$ cat config.mk
export PLATFORM = sky130hd
export DESIGN_NAME = quadratic_basis_expansion_flat
export DESIGN_NICKNAME = d
export VERILOG_FILES = /design/src/rtl/qbe_pkg.sv /design/src/rtl/qbe_coord_if.sv /design/src/rtl/qbe_term_if.sv /design/src/rtl/qbe_front.sv /design/src/rtl/qbe_job_fifo.sv /design/src/rtl/qbe_back.sv /design/src/rtl/quadratic_basis_expansion.sv /design/src/flat_wrapper.sv
export SDC_FILE = /design/constraint.sdc
export NUM_CORES = 2
export LEC_CHECK = 0
export ABC_AREA = 0
export BUFFER_PORTS_ARGS = -buffer_cell sky130_fd_sc_hd__buf_4
export CAP_MARGIN = 20
export CORE_MARGIN = 2
export CORE_UTILIZATION = 50
export DETAILED_ROUTE_END_ITERATION = 10
export GPL_ROUTABILITY_DRIVEN = 0
export PLACE_DENSITY = 0.65
export SKIP_LAST_GASP = 1
export SYNTH_ARGS = -nofsm -noshare
export SYNTH_HDL_FRONTEND = slang
export SYNTH_SLANG_ARGS = --single-unit
$ cat constraint.sdc
create_clock -name clk_i -period 40.8 [get_ports clk_i]
set_input_delay 6.12 -clock clk_i [delete_from_list [all_inputs] [get_ports clk_i]]
set_output_delay 6.12 -clock clk_i [all_outputs]
set_load 0.005 [all_outputs]
$ cat src/rtl/qbe_pkg.sv
`timescale 1ns / 1ps
// Shared types and constants for the quadratic basis expansion block.
// Depends on nothing; every other file of the block but qbe_job_fifo imports it.
package qbe_pkg;

  localparam int COORD_W = 32;  // Q16.16 coordinate
  localparam int VALUE_W = 48;  // Q32.16 matrix entry
  localparam int INDEX_W = 6;   // column position within a row
  localparam int CFG_W   = 4;   // active_dim register

  localparam logic [CFG_W-1:0]   ACTIVE_DIM_RST = 4'd8;
  localparam logic [VALUE_W-1:0] ONE_Q16        = 48'h0000_0001_0000;

  typedef struct packed {
    logic signed [COORD_W-1:0] coord_value;
  } coord_item_t;

  typedef struct packed {
    logic signed [VALUE_W-1:0] term_value;
    logic [INDEX_W-1:0]        term_index;
    logic                      row_end;
  } term_item_t;

endpackage

$ cat src/rtl/qbe_coord_if.sv
`timescale 1ns / 1ps
// Valid/ready channel that carries one coordinate per transaction.
// Depends on qbe_pkg for the payload type.
interface qbe_coord_if;
  import qbe_pkg::*;

  logic        valid;
  logic        ready;
  coord_item_t data;

  modport source (output valid, output data, input ready);
  modport sink   (input valid, input data, output ready);
endinterface

$ cat src/rtl/qbe_term_if.sv
`timescale 1ns / 1ps
// Valid/ready channel that carries one model matrix entry per transaction.
// Depends on qbe_pkg for the payload type.
interface qbe_term_if;
  import qbe_pkg::*;

  logic       valid;
  logic       ready;
  term_item_t data;

  modport source (output valid, output data, input ready);
  modport sink   (input valid, input data, output ready);
endinterface

$ cat src/rtl/qbe_front.sv
`timescale 1ns / 1ps
// Front end: holds active_dim, collects the coordinates of a point and
// hands a complete point to the job queue. Depends on qbe_pkg, qbe_coord_if.
module qbe_front #(
  parameter int MAX_DIM = 8
) (
  input  logic                     clk_i,
  input  logic                     rst_ni,
  input  logic                     cfg_we_i,
  input  logic [qbe_pkg::CFG_W-1:0] cfg_data_i,
  qbe_coord_if.sink                coord_if,
  output logic                     job_valid_o,
  input  logic                     job_ready_i,
  output logic [MAX_DIM*qbe_pkg::COORD_W+$clog2(MAX_DIM+1)-1:0] job_data_o
);
  import qbe_pkg::*;

  localparam int CNT_W = (MAX_DIM > 1) ? $clog2(MAX_DIM) : 1;
  localparam int DIM_W = $clog2(MAX_DIM + 1);

  logic [CFG_W-1:0]   active_dim_q;
  logic [CNT_W-1:0]   cnt_q, cnt_d;
  logic [COORD_W-1:0] store_q [MAX_DIM];
  logic [DIM_W-1:0]   eff_dim;
  logic               last;
  logic               accept;
  logic [MAX_DIM-1:0][COORD_W-1:0] job_coords;

  // Out-of-range settings: zero acts as one, anything above MAX_DIM as MAX_DIM.
  always_comb begin
    if (active_dim_q == '0) begin
      eff_dim = DIM_W'(1);
    end else if (int'(active_dim_q) > MAX_DIM) begin
      eff_dim = DIM_W'(MAX_DIM);
    end else begin
      eff_dim = DIM_W'(active_dim_q);
    end
  end

  // Also covers a dimension lowered mid-point: the next coordinate completes it.
  assign last   = (DIM_W'(cnt_q) + DIM_W'(1)) >= eff_dim;
  assign coord_if.ready = !last || job_ready_i;
  assign accept = coord_if.valid && coord_if.ready;
  assign job_valid_o = coord_if.valid && last;

  always_comb begin
    for (int m = 0; m < MAX_DIM; m++) begin
      job_coords[m] = (CNT_W'(m) == cnt_q) ? coord_if.data.coord_value : store_q[m];
    end
  end

  assign job_data_o = {eff_dim, job_coords};
  assign cnt_d = last ? '0 : cnt_q + CNT_W'(1);

  always_ff @(posedge clk_i or negedge rst_ni) begin
    if (!rst_ni) begin
      active_dim_q <= ACTIVE_DIM_RST;
      cnt_q        <= '0;
    end else begin
      if (cfg_we_i) begin
        active_dim_q <= cfg_data_i;
      end
      if (accept) begin
        cnt_q <= cnt_d;
      end
    end
  end

  always_ff @(posedge clk_i) begin
    if (accept) begin
      store_q[cnt_q] <= coord_if.data.coord_value;
    end
  end

endmodule

$ cat src/rtl/qbe_job_fifo.sv
`timescale 1ns / 1ps
// Two-entry queue of complete points between the front and back ends.
// Depends on nothing but its width parameter.
module qbe_job_fifo #(
  parameter int WIDTH = 260
) (
  input  logic             clk_i,
  input  logic             rst_ni,
  input  logic             push_valid_i,
  output logic             push_ready_o,
  input  logic [WIDTH-1:0] push_data_i,
  output logic             pop_valid_o,
  input  logic             pop_ready_i,
  output logic [WIDTH-1:0] pop_data_o
);

  logic [WIDTH-1:0] mem_q [2];
  logic             wr_ptr_q;
  logic             rd_ptr_q;
  logic [1:0]       count_q;
  logic             push;
  logic             pop;

  assign push_ready_o = (count_q != 2'd2);
  assign pop_valid_o  = (count_q != 2'd0);
  assign pop_data_o   = mem_q[rd_ptr_q];
  assign push = push_valid_i && push_ready_o;
  assign pop  = pop_valid_o && pop_ready_i;

  always_ff @(posedge clk_i or negedge rst_ni) begin
    if (!rst_ni) begin
      wr_ptr_q <= 1'b0;
      rd_ptr_q <= 1'b0;
      count_q  <= 2'd0;
    end else begin
      if (push) begin
        wr_ptr_q <= !wr_ptr_q;
      end
      if (pop) begin
        rd_ptr_q <= !rd_ptr_q;
      end
      if (push && !pop) begin
        count_q <= count_q + 2'd1;
      end else if (pop && !push) begin
        count_q <= count_q - 2'd1;
      end
    end
  end

  always_ff @(posedge clk_i) begin
    if (push) begin
      mem_q[wr_ptr_q] <= push_data_i;
    end
  end

endmodule

$ cat src/rtl/qbe_back.sv
`timescale 1ns / 1ps
// Back end: walks one point through quadratic, linear and constant terms,
// one entry per cycle while term_if is ready, through a registered multiplier and
// an output register. Depends on qbe_pkg and qbe_term_if.
module qbe_back #(
  parameter int MAX_DIM = 8
) (
  input  logic clk_i,
  input  logic rst_ni,
  input  logic job_valid_i,
  output logic job_ready_o,
  input  logic [MAX_DIM*qbe_pkg::COORD_W+$clog2(MAX_DIM+1)-1:0] job_data_i,
  qbe_term_if.source term_if
);
  import qbe_pkg::*;

  localparam int CNT_W = (MAX_DIM > 1) ? $clog2(MAX_DIM) : 1;
  localparam int DIM_W = $clog2(MAX_DIM + 1);

  typedef enum logic [1:0] {
    ST_IDLE,
    ST_QUAD,
    ST_LIN,
    ST_CONST
  } state_e;

  typedef enum logic [1:0] {
    K_DIAG,
    K_OFF,
    K_PASS
  } kind_e;

  state_e           state_q;
  logic [DIM_W-1:0] dim_q;
  logic [CNT_W-1:0] i_q, j_q, li_q;
  logic [INDEX_W-1:0] k_q;
  logic [COORD_W-1:0] row_q [MAX_DIM];
  logic [COORD_W-1:0] col_q [MAX_DIM];
  logic [COORD_W-1:0] lin_q [MAX_DIM];

  logic               s1_valid_q;
  logic signed [63:0] s1_prod_q;
  kind_e              s1_kind_q;
  logic [INDEX_W-1:0] s1_idx_q;
  logic               s1_end_q;

  logic       out_valid_q;
  term_item_t out_q;

  logic [MAX_DIM-1:0][COORD_W-1:0] job_coords;
  logic [DIM_W-1:0]   job_dim;
  logic               adv;
  logic               issue;
  logic               j_last, i_last, li_last;
  logic signed [63:0] mult;
  logic signed [63:0] s1_prod_d;
  kind_e              s1_kind_d;
  logic [VALUE_W-1:0] term_d;

  assign {job_dim, job_coords} = job_data_i;
  assign job_ready_o = (state_q == ST_IDLE);

  // The whole pipe moves together whenever the output register can take a value.
  assign adv   = !out_valid_q || term_if.ready;
  assign issue = adv && (state_q != ST_IDLE);

  assign j_last  = (DIM_W'(j_q)  + DIM_W'(1)) == dim_q;
  assign i_last  = (DIM_W'(i_q)  + DIM_W'(1)) == dim_q;
  assign li_last = (DIM_W'(li_q) + DIM_W'(1)) == dim_q;

  assign mult = $signed(row_q[0]) * $signed(col_q[0]);

  always_comb begin
    s1_prod_d = mult;
    s1_kind_d = (j_q == i_q) ? K_DIAG : K_OFF;
    case (state_q)
      ST_LIN: begin
        s1_prod_d = 64'($signed(lin_q[0]));
        s1_kind_d = K_PASS;
      end
      ST_CONST: begin
        s1_prod_d = 64'(ONE_Q16);
        s1_kind_d = K_PASS;
      end
      default: begin
      end
    endcase
  end

  // Dropping low bits of the exact product floors it; the diagonal drops one more.
  always_comb begin
    case (s1_kind_q)
      K_DIAG:  term_d = {s1_prod_q[63], s1_prod_q[63:17]};
      K_OFF:   term_d = s1_prod_q[63:16];
      default: term_d = s1_prod_q[VALUE_W-1:0];
    endcase
  end

  always_ff @(posedge clk_i or negedge rst_ni) begin
    if (!rst_ni) begin
      state_q     <= ST_IDLE;
      s1_valid_q  <= 1'b0;
      out_valid_q <= 1'b0;
      dim_q       <= '0;
      i_q         <= '0;
      j_q         <= '0;
      li_q        <= '0;
      k_q         <= '0;
    end else begin
      if (adv) begin
        s1_valid_q  <= issue;
        out_valid_q <= s1_valid_q;
      end
      case (state_q)
        ST_IDLE: begin
          if (job_valid_i) begin
            dim_q   <= job_dim;
            i_q     <= '0;
            j_q     <= '0;
            li_q    <= '0;
            k_q     <= '0;
            state_q <= ST_QUAD;
          end
        end
        ST_QUAD: begin
          if (issue) begin
            k_q <= k_q + INDEX_W'(1);
            if (j_last) begin
              if (i_last) begin
                state_q <= ST_LIN;
              end else begin
                i_q <= i_q + CNT_W'(1);
                j_q <= i_q + CNT_W'(1);
              end
            end else begin
              j_q <= j_q + CNT_W'(1);
            end
          end
        end
        ST_LIN: begin
          if (issue) begin
            k_q  <= k_q + INDEX_W'(1);
            li_q <= li_q + CNT_W'(1);
            if (li_last) begin
              state_q <= ST_CONST;
            end
          end
        end
        ST_CONST: begin
          if (issue) begin
            state_q <= ST_IDLE;
          end
        end
        default: begin
          state_q <= ST_IDLE;
        end
      endcase
    end
  end

  // Operand shift lines: row_q[0] is x_i, col_q[0] is x_j, lin_q[0] the next linear term.
  always_ff @(posedge clk_i) begin
    if (state_q == ST_IDLE && job_valid_i) begin
      for (int m = 0; m < MAX_DIM; m++) begin
        row_q[m] <= job_coords[m];
        col_q[m] <= job_coords[m];
        lin_q[m] <= job_coords[m];
      end
    end else if (issue && state_q == ST_QUAD) begin
      if (j_last) begin
        for (int m = 0; m < MAX_DIM - 1; m++) begin
          row_q[m] <= row_q[m+1];
          col_q[m] <= row_q[m+1];
        end
      end else begin
        for (int m = 0; m < MAX_DIM - 1; m++) begin
          col_q[m] <= col_q[m+1];
        end
      end
    end else if (issue && state_q == ST_LIN) begin
      for (int m = 0; m < MAX_DIM - 1; m++) begin
        lin_q[m] <= lin_q[m+1];
      end
    end
  end

  always_ff @(posedge clk_i) begin
    if (issue) begin
      s1_prod_q <= s1_prod_d;
      s1_kind_q <= s1_kind_d;
      s1_idx_q  <= k_q;
      s1_end_q  <= (state_q == ST_CONST);
    end
    if (adv && s1_valid_q) begin
      out_q.term_value <= term_d;
      out_q.term_index <= s1_idx_q;
      out_q.row_end    <= s1_end_q;
    end
  end

  assign term_if.valid = out_valid_q;
  assign term_if.data  = out_q;

endmodule

$ cat src/rtl/quadratic_basis_expansion.sv
`timescale 1ns / 1ps
// Top level of the quadratic basis expansion block: front end, job queue, back end.
// Depends on qbe_pkg, qbe_coord_if, qbe_term_if, qbe_front, qbe_job_fifo, qbe_back.
//
//   channel    dir   per transaction
//   coord_if   in    one Q16.16 coordinate of the current point
//   term_if    out   one Q32.16 matrix entry with column index and row-end flag
//   cfg_we_i   in    write of active_dim from cfg_data_i
//
// The back end emits one entry per cycle while term_if is ready, through a registered
// 32x32 multiplier and an output register, and it loads each point from the queue
// in its idle state before it emits the entries of that point.
// The front end takes one coordinate per cycle; a point is queued in a
// two-entry job queue, and the front end stalls only when that queue is full.
// Reset restores active_dim to 8 and empties the point counter and queue.
module quadratic_basis_expansion #(
  parameter int MAX_DIM = 8
) (
  input  logic                      clk_i,
  input  logic                      rst_ni,
  input  logic                      cfg_we_i,
  input  logic [qbe_pkg::CFG_W-1:0] cfg_data_i,
  qbe_coord_if.sink                 coord_if,
  qbe_term_if.source                term_if
);
  import qbe_pkg::*;

  localparam int JOB_W = MAX_DIM * COORD_W + $clog2(MAX_DIM + 1);

  logic             push_valid;
  logic             push_ready;
  logic [JOB_W-1:0] push_data;
  logic             pop_valid;
  logic             pop_ready;
  logic [JOB_W-1:0] pop_data;

  qbe_front #(
    .MAX_DIM(MAX_DIM)
  ) u_front (
    .clk_i      (clk_i),
    .rst_ni     (rst_ni),
    .cfg_we_i   (cfg_we_i),
    .cfg_data_i (cfg_data_i),
    .coord_if   (coord_if),
    .job_valid_o(push_valid),
    .job_ready_i(push_ready),
    .job_data_o (push_data)
  );

  qbe_job_fifo #(
    .WIDTH(JOB_W)
  ) u_fifo (
    .clk_i       (clk_i),
    .rst_ni      (rst_ni),
    .push_valid_i(push_valid),
    .push_ready_o(push_ready),
    .push_data_i (push_data),
    .pop_valid_o (pop_valid),
    .pop_ready_i (pop_ready),
    .pop_data_o  (pop_data)
  );

  qbe_back #(
    .MAX_DIM(MAX_DIM)
  ) u_back (
    .clk_i      (clk_i),
    .rst_ni     (rst_ni),
    .job_valid_i(pop_valid),
    .job_ready_o(pop_ready),
    .job_data_i (pop_data),
    .term_if    (term_if)
  );

endmodule

$ cat src/flat_wrapper.sv
// flat-port wrapper written by rule: the top's interface ports become plain ports
module quadratic_basis_expansion_flat import qbe_pkg::*;
#(
  parameter int MAX_DIM = 8
)
  (clk_i, rst_ni, cfg_we_i, cfg_data_i, coord_if_valid, coord_if_data, coord_if_ready, term_if_valid, term_if_data, term_if_ready);
  qbe_coord_if coord_if_i ();
  qbe_term_if term_if_i ();
  input  logic clk_i;
  input  logic rst_ni;
  input  logic cfg_we_i;
  input  logic [qbe_pkg::CFG_W-1:0] cfg_data_i;
  input wire logic [$bits(coord_if_i.valid)-1:0] coord_if_valid;
  input wire logic [$bits(coord_if_i.data)-1:0] coord_if_data;
  output wire logic [$bits(coord_if_i.ready)-1:0] coord_if_ready;
  output wire logic [$bits(term_if_i.valid)-1:0] term_if_valid;
  output wire logic [$bits(term_if_i.data)-1:0] term_if_data;
  input wire logic [$bits(term_if_i.ready)-1:0] term_if_ready;
  assign coord_if_i.valid = coord_if_valid;
  assign coord_if_i.data = coord_if_data;
  assign coord_if_ready = coord_if_i.ready;
  assign term_if_valid = term_if_i.valid;
  assign term_if_data = term_if_i.data;
  assign term_if_i.ready = term_if_ready;
  quadratic_basis_expansion #(.MAX_DIM(MAX_DIM)) u_core (.clk_i(clk_i), .rst_ni(rst_ni), .cfg_we_i(cfg_we_i), .cfg_data_i(cfg_data_i), .coord_if(coord_if_i), .term_if(term_if_i));
endmodule
# Yosys cells after proc, flatten, opt, wreduce, memory -nomap -nowiden
# Memory sizes are Yosys's and may differ from the RTL's.
# Index checks and enable logic that the tools add are counted.
# Widths: inputs -> output; s select.
[word_totals]
reg_bits = 162
ramBits = 1544
in_bits = 41
output_inout_bits = 57
word_cells = 212
mem_count = 5
[op_classes]
addsub = 11
mul = 1
order_cmp = 2
eq_ne = 26
n_mux = 83
n_bitwise = 28
n_reduce_logical = 36
[memory_table]
columns = ["name", "words", "width", "rd", "rd_clocked_by_memory_dff", "write_ports", "line_no", "text"]
rows = [
  ["u_core.u_fifo.mem_q", 2, 260, 1, 0, 1, "qbe_job_fifo.sv:17", "logic [WIDTH-1:0] mem_q [2];"],
  ["u_core.u_back.col_q", 8, 32, 8, 0, 8, "qbe_back.sv:38", "logic [COORD_W-1:0] col_q [MAX_DIM];"],
  ["u_core.u_back.lin_q", 8, 32, 8, 0, 8, "qbe_back.sv:39", "logic [COORD_W-1:0] lin_q [MAX_DIM];"],
  ["u_core.u_back.row_q", 8, 32, 8, 0, 8, "qbe_back.sv:37", "logic [COORD_W-1:0] row_q [MAX_DIM];"],
  ["u_core.u_front.store_q", 8, 32, 8, 0, 1, "qbe_front.sv:23", "logic [COORD_W-1:0] store_q [MAX_DIM];"],
]
[op_table]
columns = ["cell", "count"]
rows = [
  ["$mux 32", 36],
  ["$pmux 64 s2", 1],
  ["$pmux 48 s2", 1],
  ["$mul 32x32->64", 1],
  ["$or 1x1->1", 28],
  ["$mux 3", 8],
  ["$mux 1", 19],
  ["$mux 2", 9],
  ["$ne 2x2->1 const B", 9],
  ["$pmux 3 s2", 3],
  ["$add 3x1->4 const B", 4],
  ["$add 3x1->3 const B", 4],
  ["$eq 3x3->1 const A", 4],
  ["$eq 4x4->1", 3],
  ["$mux 6", 2],
  ["$pmux 6 s2", 1],
  ["$reduce_bool 2->1", 6],
  ["$logic_and 1x1->1", 10],
  ["$mux 4", 2],
  ["$pmux 2 s4", 1],
  ["$reduce_and 7->1", 1],
  ["$add 6x1->6 const B", 1],
  ["$eq 2x3->1 const A", 2],
  ["$logic_not 1->1", 6],
  ["other kinds (19)", 25],
]

# Logic depth before layout (Yosys ltp)
[logic_depth]
ltp_word = 10
depth_mapped = 28

# Hierarchy
# From an unflattened synthesis, not the netlist that was laid out.
[hier_totals]
hier_cells = 8062
hier_area_um2 = 103232.8
[modules_own_cells]
columns = ["mod", "instances", "cells_per_inst", "area_per_inst_um2"]
rows = [
  ["qbe_back", 1, 6627, 72171.7],
  ["qbe_job_fifo", 1, 827, 19732.7],
  ["qbe_front", 1, 608, 11328.4],
]

# Least setup slack after synthesis
# OpenSTA, ideal clock, no wires.
[synth_timing]
path_type = "input to register"
startpoint = "input port coord_if_valid"
endpoint = "memory u_core.u_fifo.mem_q[0][0], enable pin"
arrival_time_ns = 23.755
required_ns = 39.600
setup_slack_ns = 15.844
cell_stages = 2
n_path_buf = 0
cell_sequence = "o21ai_1 -> nor3_1"
[synth_between]
elab_chain_cells = 4
[synth_lines]
columns = ["item", "line_no", "text"]
rows = [
  ["start, declared", "flat_wrapper.sv:13", "input wire logic [$bits(coord_if_i.valid)-1:0] coord_if_valid;"],
  ["$logic_and 1x1->1", "qbe_front.sv:44", "assign job_valid_o = coord_if.valid && last;"],
  ["$logic_and 1x1->1", "qbe_job_fifo.sv:27", "assign push = push_valid_i && push_ready_o;"],
  ["$mux 1", "qbe_job_fifo.sv:51", "if (push) begin"],
  ["$mux 1 (not written as such)", "qbe_job_fifo.sv:52", "mem_q[wr_ptr_q] <= push_data_i;"],
  ["end, declared", "qbe_job_fifo.sv:17", ""],
]
# Every way passes these cells.

==> impl.org <==
** Run status
- The flow ran to the end, and the final reports show no timing, DRC or antenna violations.

** Drt
- The first detailed-routing pass ran for 5 iterations.
- Overall via count from detail_route :: 59.94k
- The detail route stage leaves a number of antenna-violating nets equal to 0.
- Average via count per standard cell :: 5.521
- The routed design has 237,600 um of wire.
- After detailed routing, the average wire length per cell comes to around 22 um.
- Starting DRC count in detailed routing :: 4,845
- Residual DRC :: 0

** Floorplan
- Number of standard-cell rows in the floorplan :: 165
- The die is between 400 and 500 um tall.
- The initial utilization of the core area, before any placement, comes to 0.5019.
- In this run the count of I/O pins placed on the die edge is slightly below 100.
- The die covers between 0.2 and 0.25 mm2.
- Placeable Area :: around 0.2 mm2
- Width of the chip :: between 400 and 500 um

** STA
- RSZ-0062 raised after global routing :: false
- Time the worst path needs with I/O delays and setup :: 10.37 ns
- Final worst path period share :: 0.2541
- Clock skew :: between 0.04 and 0.05 ns
- The max-slew violation count came to 0.
- At the pin with the least slew margin, the transition time is roughly 1.3 ns.
- Final-report hold violation count :: 0
- Fmax :: between 90 and 100 MHz
- Setup violators final :: 0
- Setup total negative slack on the finished layout was measured at 0 ns.
- Worst relative slew slack :: 0.1651
- Final hold analysis gives a worst-case slack of between 0.4 and 0.5 ns.

** Final layout
- Final Instance Area :: around 0.11 mm2
- The top cell types in the final layout, fill and taps aside, are edfxtp_1 (1,608), fa_1 (1,082), inv_1 (966), nand2_1 (938), a21oi_1 (581).
- Syn-to-layout area delta :: 8.397%
- Of the cells placed in the final design, the portion with a size suffix greater than 1 is 0.1024.
- In the final layout, flip-flops and latches occupy 0.04914 mm2.
- Multi-input combinational cell area :: around 0.047 mm2
- Fill count :: ~17k
- Most frequent standard cell in the layout excluding fill and tap cells :: edfxtp_1
- After the last flow step, the layout net total stands at roughly 9.4k.

** Synthesis
- Post-synthesis average cell area :: between 10 and 15 um2
- Synthesis produced a netlist with a net count of between 9k and 10k.
- For this run, the leading register cell type out of synthesis is edfxtp_1.
- Count of different cell masters after synthesis :: 69
- Counting flops with a built-in enable in the synthesized netlist gives between 1.5k and 2k.
- Synthesis warning total :: 0
- In the synthesized netlist the async set-or-reset flop fraction comes to 0.02071.
- Syn Std Cell Area :: around 0.10 mm2
- Of the synthesized area, sequential elements account for 0.4854.
- Instance count of the mapped netlist :: roughly 8.1k
- Total of flip-flops plus latches after synthesis :: roughly 1.6k

** Critical path
- At the worst endpoint, the required time is about 41 ns.
- The slowest stage of the critical path is the buf_4 cell.
- Among cell families on the critical path, the largest total delay comes from buffers and inverters.
- CP max stage delay :: 0.86 ns
- Critical path, cell by cell :: buf_4, nor2b_1, nor2_4, nand2_4, nand2_4, buf_4, buf_4, buf_4
- Critical path capture point type :: flop
- Data arrival at the endpoint of the critical path :: approximately 11 ns
- By instance count, the cell type seen most on the critical path is buf_4.
- Total buffers and inverters traversed by the critical path :: 4
- The worst setup path is of the input pin to flop kind.
- STA classifies the critical path startpoint as an input pin.
- In this run the worst path has a maximum fanout of 62.

** Clock tree
- CTS built an H-tree with a depth of 4.
- After clock tree synthesis, the clock-pin slew on the worst setup and hold paths is 0.06 ns.
- Resized Gates After CTS :: 0
- Number of clock sinks :: 1,642
- Maximum clock path buffer count :: 3
- Cts bufs inserted :: roughly 160
- CTS tree :: done
- After clock tree synthesis, the flow added hold-fix buffers numbering 0.
- Buffer type at the clock tree root :: clkbuf_16
- Source-to-sink clock delay at the later pin of the worst-skew pair :: 0.81 ns
- After clock tree synthesis, the setup repair step added 0 buffers.

** GRT
- For met1 alone, demand over resource in global routing was 0.3271.
- Initial antenna violation count :: 6
- The layer flagged by global routing as most heavily used is met2.
- GRT Overall Usage :: 0.2362
- Wire length of the first global-routing pass :: 377,000 um
- Met2 Track Usage GR :: 0.3934
- For met3 alone, demand over resource in global routing was 0.02658.
- Via count of the first global-routing pass :: approximately 64k
- Total congestion overflow :: 0
- Largest net degree at the start of global routing :: around 230

** Job
- Maxcap violations :: 0

** Placement
- Standard cell area after detailed placement :: approximately 0.10 mm2
- Summed over all nets, the half-perimeter wirelength after detailed placement is about 160,000 um.
- PortBufs :: a little under 100

** Min path
- Hold Path Class :: flop to flop
-- final timing paths --
| kind | from | endpoint | slack, ns | cells past startpoint |
|---|---|---|---|---|
| worst max-delay path | term_if_ready | u_core.u_back.col_q[1][81] | 30.43 | 8 |
| worst min-delay path | u_core.u_back.s1_idx_q[3] | u_core.u_back.term_if.data[4] | 0.42 | 0 |
| worst max register to register | u_core.u_back.row_q[0][31] | u_core.u_back.s1_prod_q[58] | 31.56 | 27 |
| worst min register to register | u_core.u_back.s1_idx_q[3] | u_core.u_back.term_if.data[4] | 0.42 | 0 |
| max in group asynchronous | rst_ni | u_core.u_fifo.rd_ptr_q | 35.18 | 1 |
| min in group asynchronous | rst_ni | u_core.u_front.active_dim_q[2] | 5.26 | 1 |
-- cell type report --
type / instances / share of cell area
Antenna cell: 1 / 0.00002280
Clock buffer: 193 / 0.03722
Tap cell: 2672 / 0.03047
Sequential cell: 1642 / 0.4478
Inverter: 966 / 0.03304
Timing Repair Buffer: 227 / 0.01706
Multi-Input combinational cell: 5076 / 0.4273
Clock inverter: 81 / 0.007012
-- sequential cells by signal (all words and copies together), names as in the netlist, 4 cells and up --
| register | cells |
|---|---|
| u_core.u_fifo.mem_q | 520 |
| u_core.u_back.lin_q | 256 |
| u_core.u_front.store_q | 256 |
| u_core.u_back.col_q | 224 |
| u_core.u_back.row_q | 224 |
| u_core.u_back.s1_prod_q | 64 |
| u_core.u_back.term_if.data | 55 |
| u_core.u_back.k_q | 6 |
| u_core.u_back.s1_idx_q | 6 |
| u_core.u_back.dim_q | 4 |
| u_core.u_front.active_dim_q | 4 |
-- cells by family (layout without fill, tap and decap cells) --
kind of cell               after synthesis  in the layout  share of synthesized area
DFF                                   1642           1642                     0.4854
AOI/OAI and AO/OA                      932            932                    0.05006
adders and majority gates             1285           1285                     0.2391
muxes                                  636            636                    0.06734
buffers and inverters                 1422           1467                    0.05293
xor gates and xnor gates                96             96                   0.008306
other                                    0              1                          0
and+or+nand+nor                       2127           2127                    0.09690
-- cell usage after synthesis, types with 33 or more instances --
cell type / instances / area, um2
fa_1: 1082 / 21660
xor2_1: 34 / 297.8
mux2_2: 360 / 4054
buf_1: 41 / 153.9
and2_1: 513 / 3209
mux2i_1: 276 / 2763
inv_1: 966 / 3626
clkbuf_1: 399 / 1498
and3_1: 139 / 869.6
o21ai_0: 208 / 1041
nand2_1: 944 / 3543
edfxtp_1: 1608 / 48290
nor2_1: 452 / 1697
a21o_1: 33 / 247.7
ha_1: 203 / 2540
a21oi_1: 581 / 2908
dfrtp_1: 33 / 825.8
xnor2_1: 62 / 543.0
-- metrics by stage --
step / setup WS (ns) / util / std cells
2_1_floorplan: 15.84 / - / 8140
3_3_place_gp: 29.61 / 0.5193 / 10577
3_5_place_dp: 29.60 / 0.5196 / 10580
4_1_cts: 30.42 / 0.5437 / 10854
5_1_grt: 30.12 / 0.5440 / 10857
6_report: 30.43 / 0.5440 / 10858
-- routing by layer --
metal / part of all wire / routed length, um / up-vias
met5: 0 / 0 / -
met3: 0.056 / 13220 / 333
met4: 0.029 / 6930 / 0
met2: 0.49 / 115500 / 1841
li1: - / - / 26822
met1: 0.43 / 102000 / 30948
Power is not shown: default switching activity piles up to over one toggle a cycle in this logic, so the estimate is an artifact.
